==> config.mk <==
export PLATFORM = sky130hd
export DESIGN_NAME = rc4ks_sbox
export DESIGN_NICKNAME = d
export VERILOG_FILES = /design/src/rc4ks_pkg.sv /design/src/rc4ks_sbox.sv
export SDC_FILE = /design/constraint.sdc
export NUM_CORES = 2
export LEC_CHECK = 0
export BUFFER_PORTS_ARGS = -buffer_cell sky130_fd_sc_hd__buf_2
export CAP_MARGIN = 20
export CORE_MARGIN = 3
export CORE_UTILIZATION = 65
export CTS_BUF_LIST = sky130_fd_sc_hd__clkbuf_2 sky130_fd_sc_hd__clkbuf_4 sky130_fd_sc_hd__clkbuf_8
export DETAILED_ROUTE_END_ITERATION = 8
export GPL_TIMING_DRIVEN = 1
export HOLD_SLACK_MARGIN = 0.08
export PLACE_DENSITY_LB_ADDON = 0.12
export SLEW_MARGIN = 20
export SYNTH_ARGS = -nofsm -noshare
export SYNTH_HDL_FRONTEND = slang
export SYNTH_SLANG_ARGS = --single-unit
export TNS_END_PERCENT = 5
==> constraint.sdc <==
create_clock -name clk -period 13.8 [get_ports clk]
set_input_delay 2.76 -clock clk [delete_from_list [all_inputs] [get_ports clk]]
set_output_delay 2.76 -clock clk [all_outputs]
set_load 0.005 [all_outputs]
==> src/rc4ks_pkg.sv <==
// ============================================================================
// rc4ks_pkg
// Shared types and constants for the RC4 keystream cipher engine: operation
// codes, sequencer states, memory sizes and the S-box port control bundle.
// ============================================================================
package rc4ks_pkg;

    // The S-box is a full byte permutation: its size follows from the byte width.
    localparam int SBOX_AW   = 8;
    localparam int SBOX_SIZE = 1 << SBOX_AW;

    // Depth of the key store, between 1 and 256 bytes.
    localparam int KEY_DEPTH = 256;
    localparam int KEY_AW    = (KEY_DEPTH > 1) ? $clog2(KEY_DEPTH) : 1;
    localparam int KEY_CW    = $clog2(KEY_DEPTH + 1);

    typedef enum logic [1:0] {
        OP_LOAD   = 2'd0,
        OP_CRYPT  = 2'd1,
        OP_INVERT = 2'd2
    } op_t;

    typedef enum logic [2:0] {
        ST_IDLE,
        ST_CR_J,
        ST_CR_T,
        ST_CR_OUT,
        ST_KS_N,
        ST_KS_J,
        ST_KS_SW,
        ST_KS_FIN
    } state_t;

    // One access slot of the S-box store per cycle: one read and one write.
    typedef struct packed {
        logic               re;
        logic [SBOX_AW-1:0] raddr;
        logic               we;
        logic [SBOX_AW-1:0] waddr;
        logic [SBOX_AW-1:0] wdata;
        logic               clear;
        logic               invert;
    } sbox_ctl_t;

endpackage

==> src/rc4ks_sbox.sv <==
// ============================================================================
// rc4ks_sbox
// S-box store: a synchronous memory with one write and one registered read
// port, per-entry valid bits that make unwritten entries read as the identity
// permutation, a global complement flag and a same-cycle write bypass.
// ============================================================================
module rc4ks_sbox
(
    input  logic                         clk,
    input  logic                         rst_n,
    input  rc4ks_pkg::sbox_ctl_t         ctl,
    output logic [rc4ks_pkg::SBOX_AW-1:0] rdata
);

    logic [rc4ks_pkg::SBOX_AW-1:0]   mem [rc4ks_pkg::SBOX_SIZE];
    logic [rc4ks_pkg::SBOX_SIZE-1:0] valid_reg;
    logic [rc4ks_pkg::SBOX_SIZE-1:0] valid_next;
    logic                            inv_reg;
    logic                            inv_next;
    logic [rc4ks_pkg::SBOX_AW-1:0]   mem_rd_reg;
    logic [rc4ks_pkg::SBOX_AW-1:0]   raddr_reg;
    logic [rc4ks_pkg::SBOX_AW-1:0]   byp_data_reg;
    logic                            vld_rd_reg;
    logic                            byp_reg;
    logic [rc4ks_pkg::SBOX_AW-1:0]   inv_mask;

    assign inv_mask = {rc4ks_pkg::SBOX_AW{inv_reg}};

    always_comb
    begin
        valid_next = valid_reg;
        inv_next   = inv_reg;
        if (ctl.clear)
        begin
            valid_next = '0;
            inv_next   = 1'b0;
        end
        else
        begin
            if (ctl.we)
            begin
                valid_next[ctl.waddr] = 1'b1;
            end
            if (ctl.invert)
            begin
                inv_next = ~inv_reg;
            end
        end
    end

    always_ff @(posedge clk or negedge rst_n)
    begin
        if (!rst_n)
        begin
            valid_reg  <= '0;
            inv_reg    <= 1'b0;
            vld_rd_reg <= 1'b0;
            byp_reg    <= 1'b0;
        end
        else
        begin
            valid_reg <= valid_next;
            inv_reg   <= inv_next;
            if (ctl.re)
            begin
                vld_rd_reg <= valid_reg[ctl.raddr];
                byp_reg    <= ctl.we && (ctl.waddr == ctl.raddr);
            end
        end
    end

    // Entries are stored in physical form: the logical value XOR the flag.
    always_ff @(posedge clk)
    begin
        if (ctl.we)
        begin
            mem[ctl.waddr] <= ctl.wdata ^ inv_mask;
        end
        if (ctl.re)
        begin
            mem_rd_reg   <= mem[ctl.raddr];
            raddr_reg    <= ctl.raddr;
            byp_data_reg <= ctl.wdata;
        end
    end

    assign rdata = byp_reg ? byp_data_reg
                           : ((vld_rd_reg ? mem_rd_reg : raddr_reg) ^ inv_mask);

endmodule

==> Flow_metrics.wiki <==
{| class="wikitable"
! Metric !! Value
|-
| Run status || finished clean
|-
| Worst R2R Path Depth || 4
|-
| Clock transition at the register clock pins on the worst setup and hold paths after CTS || 60 ps
|-
| Global-route wire length before repair || approximately 330000 um
|-
| Worst r2r src || inv_reg
|-
| Worst Setup EP || mem_rd_reg[2]
|-
| Post-synthesis average cell area || between 15 and 20 um^2
|-
| Number of nets in the final layout || slightly below 5000
|-
| Largest driver fanout on the critical path || 97
|-
| Starting Density || 0.660
|-
| Transition time at the pin with the least slew margin || approximately 1200 ps
|-
| Cell taking the most area after synthesis || sky130_fd_sc_hd__edfxtp_1
|-
| Number of antenna violations at the first check in global routing || 14
|-
| Reg2reg setup slack || 9670 ps
|-
| Post-synthesis async set-or-reset flop share || 0.111
|-
| Antenna-violating nets left || 0
|-
| TritonCTS clock tree || done
|-
| Gpl congestion || around 0.87
|-
| Synth Flop Type || sky130_fd_sc_hd__edfxtp_1
|-
| Number of enable-type register cells in the synthesized netlist || between 2000 and 2500
|-
| Count of clock tree sinks || between 2000 and 2500
|-
| Total power consumption of the routed design || about 15 mW
|-
| Post-CTS Setup Repair Bufs || 0
|-
| Unrepaired setup endpoints after global routing || false
|-
| Vias after detailed routing || 47500
|-
| Maximum number of buffers from clock root to sink || 4
|-
| Final setup violation count || 0
|-
| Worst ir drop on vdd || slightly below 200 uV
|-
| Sort of element at the end of the critical path || register
|-
| Drt via density || between 6 and 7
|-
| H-tree lvl count || 5
|-
| Total Routed Length || roughly 230000 um
|-
| Sequential area share after synthesis || 0.762
|-
| Power per cell area || around 150 mW/mm^2
|-
| Post-layout utilization of the core || 0.730
|-
| Number of cell rows || around 140
|-
| Clock latency on the worst-skew pair || 1020 ps
|-
| Remaining routing DRC violations || 0
|-
| Total count of hold-check failures in the final report || 0
|-
| Routed length per placed instance || approximately 33 um
|-
| Fraction of post-synthesis cell area in the top cell type by area || 0.690
|-
| Placed Cells incl. Taps || roughly 6200
|-
| Max reg flops || 2048
|-
| Overall global routing resource usage || 0.323
|-
| Number of buffer cells added on primary ports || 37
|-
| Part of the cycle the worst path needs || 0.494
|-
| Leading post-synthesis cells by cell area || sky130_fd_sc_hd__edfxtp_1, sky130_fd_sc_hd__mux4_2, sky130_fd_sc_hd__dfrtp_1
|-
| CTS Hold Bufs || 0
|-
| Post-Route Setup TNS || 0 ps
|-
| Destination of the worst register-to-register timing path || mem[37][0]
|-
| Overflow left after global routing || 0
|-
| Post_cts resized || 0
|-
| Total iterations of the first detailed-routing run || 7
|-
| Count of synthesis-stage warnings from yosys || 0
|-
| Cell at the root of the clock tree || sky130_fd_sc_hd__clkbuf_8
|-
| Post-synthesis cell area || roughly 0.090 mm^2
|-
| Final non-filler cell total || slightly below 7000
|-
| Clock Skews || around 68 ps
|-
| I/O pins || 38
|-
| Filler cell count in the final layout || ~7800
|-
| Vias in the first global route || between 40000 and 50000
|-
| Start-to-end type of the worst setup path || in2reg
|-
| Final Max Slew Viols || 0
|-
| Layout Area Growth over Synthesis || 10.6%
|-
| Worst EP required || roughly 15000 ps
|-
| Synth cell types || 40
|-
| Overall die area || roughly 0.14 mm^2
|-
| Number of instances in the synthesized netlist || ~4600
|-
| CTS buffer count || ~370
|-
| Arrival time at the worst endpoint || between 7000 and 8000 ps
|-
| Class of the worst hold path || reg2reg
|-
| Largest net degree at the start of global routing || 225
|-
| Worst Setup SP || ctl[19]
|-
| Number of max-cap violations || 0
|-
| Post-synthesis register bit count || around 2300
|-
| Remaining max-slew budget at the tightest pin || 0.172
|-
| Synthesized net count || about 4600
|-
| Time the final worst path needs with I/O delays and setup || between 6000 and 7000 ps
|-
| Core area || between 0.1 and 0.15 mm^2
|-
| Startpoint kind of the worst setup timing path || input port
|-
| Ratio of cells with drive above 1 in the final layout || 0.264
|-
| Static power due to leakage || 32.5 nW
|-
| Violation count after the first detailed-route iteration || a little under 7000
|-
| DIE WIDTH || ~380 um
|-
| Die height || 378 um
|-
| Maximum clock frequency || approximately 150 MHz
|-
| Detailed-placement wirelength estimate || 135000 um
|}
Yosys cell counts, types with 2 or more instances:
cell and number:
sky130_fd_sc_hd__dfrtp_1 259, sky130_fd_sc_hd__or2_2 11, sky130_fd_sc_hd__buf_6 2, sky130_fd_sc_hd__o221ai_1 10, sky130_fd_sc_hd__nand3_1 31, sky130_fd_sc_hd__mux2i_1 35, sky130_fd_sc_hd__inv_1 5, sky130_fd_sc_hd__a2111oi_0 5
sky130_fd_sc_hd__nor2b_1 14, sky130_fd_sc_hd__nor2_1 720, sky130_fd_sc_hd__a31oi_1 3, sky130_fd_sc_hd__o21ai_0 9, sky130_fd_sc_hd__buf_1 40, sky130_fd_sc_hd__nor3_1 8, sky130_fd_sc_hd__mux4_2 565, sky130_fd_sc_hd__buf_2 66
sky130_fd_sc_hd__edfxtp_1 2072, sky130_fd_sc_hd__nor4_1 34, sky130_fd_sc_hd__o22ai_1 21, sky130_fd_sc_hd__a22oi_1 258, sky130_fd_sc_hd__clkbuf_1 181, sky130_fd_sc_hd__xor2_1 19, sky130_fd_sc_hd__a21oi_1 134, sky130_fd_sc_hd__nand4_1 16
sky130_fd_sc_hd__nand2b_1 4, sky130_fd_sc_hd__o21ba_2 30, sky130_fd_sc_hd__a211oi_1 3, sky130_fd_sc_hd__mux2_2 3, sky130_fd_sc_hd__a22o_1 2, sky130_fd_sc_hd__nand2_1 40, sky130_fd_sc_hd__xnor2_1 6
worst min path at each step:
stage	start	to	slack [ps]	cells after the start
finish	valid_reg[222]	valid_reg[222]	490	2
global route	valid_reg[12]	valid_reg[12]	510	2
CTS	valid_reg[222]	valid_reg[222]	500	2
detailed placement	valid_reg[222]	valid_reg[222]	480	2
global placement	valid_reg[102]	valid_reg[102]	470	2
floorplan	valid_reg[179]	valid_reg[179]	460	2
layout by cell type (no fill, tap or decap), types with 6 or more instances in the layout:
cell	count
sky130_fd_sc_hd__a22oi_1	258
sky130_fd_sc_hd__nor4_1	32
sky130_fd_sc_hd__o221ai_1	10
sky130_fd_sc_hd__nor2_2	10
sky130_fd_sc_hd__nand4_1	16
sky130_fd_sc_hd__nand3_1	31
sky130_fd_sc_hd__mux4_2	565
sky130_fd_sc_hd__buf_2	33
sky130_fd_sc_hd__nor3_1	8
sky130_fd_sc_hd__a21oi_1	133
sky130_fd_sc_hd__nand2_1	40
sky130_fd_sc_hd__diode_2	9
sky130_fd_sc_hd__mux2i_1	35
sky130_fd_sc_hd__nor2b_1	13
sky130_fd_sc_hd__clkinv_1	72
sky130_fd_sc_hd__clkinv_2	48
sky130_fd_sc_hd__edfxtp_1	2072
sky130_fd_sc_hd__xor2_4	8
sky130_fd_sc_hd__nor2_1	708
sky130_fd_sc_hd__clkbuf_4	125
sky130_fd_sc_hd__dfrtp_1	258
sky130_fd_sc_hd__xnor2_1	6
sky130_fd_sc_hd__o22ai_1	21
sky130_fd_sc_hd__buf_4	68
sky130_fd_sc_hd__or2_2	11
sky130_fd_sc_hd__xor2_1	11
sky130_fd_sc_hd__clkbuf_8	408
sky130_fd_sc_hd__o21ai_0	9
sky130_fd_sc_hd__buf_12	12
sky130_fd_sc_hd__o21ba_2	30
report_power, final:
group / switching, mW / internal, mW / leakage (nW)
combinational: 0.662 / 0.236 / 6.38
clock: 2.60 / 3.10 / 3.86
sequential: 0.0208 / 7.92 / 22.3
total: 3.29 / 11.3 / 32.5
critical path, cell delays in order:
cell	delay, ps
sky130_fd_sc_hd__buf_8	460
sky130_fd_sc_hd__buf_12	570
sky130_fd_sc_hd__buf_12	680
sky130_fd_sc_hd__mux4_2	640
sky130_fd_sc_hd__a22oi_1	280
sky130_fd_sc_hd__a21oi_1	250
sky130_fd_sc_hd__nor4_1	1050
sky130_fd_sc_hd__o22ai_1	290
sky130_fd_sc_hd__or2_2	360
cell type report:
| cell class | count | area, um^2 | share of cell area |
|---|---|---|---|
| Tap cell | 1781 | 2230 | 0.0224 |
| Clock buffer | 533 | 6550 | 0.0658 |
| Inverter | 6 | 22.5 | 0.000226 |
| Multi-Input combinational cell | 1988 | 20400 | 0.205 |
| Clock inverter | 129 | 652 | 0.00654 |
| Sequential cell | 2331 | 68700 | 0.690 |
| Timing Repair Buffer | 120 | 1040 | 0.0105 |
| Antenna cell | 9 | 22.5 | 0.000226 |
metrics by stage:
step                hold WS, ps  worst slack [ps]  instance area [um^2]
finish                      488              6980                 99600
global placement            472              5900                 92300
floorplan                   461              2940                 90100
CTS                         495              7040                 99500
detailed placement          481              5950                 92300
global route                510              6870                 99600
logic make-up (layout without fill, tap and decap cells):
| group | Yosys count | after routing | synth area share |
|---|---|---|---|
| flops | 2331 | 2331 | 0.762 |
| simple gates | 883 | 883 | 0.0397 |
| mux | 603 | 603 | 0.145 |
| compound gates | 477 | 477 | 0.0365 |
| buf+inv | 296 | 788 | 0.0135 |
| xor+xnor | 25 | 25 | 0.00243 |
| other cells | 0 | 9 | 0 |
layer usage:
layer,global-route usage,up-vias,wire (um)
met4,0.0994,10,6440
met3,0.103,421,31000
met1,0.489,24800,85700
met2,0.462,3170,102000
met5,0,-,73
li1,-,19100,-
Power figures use the tool's default switching activity.
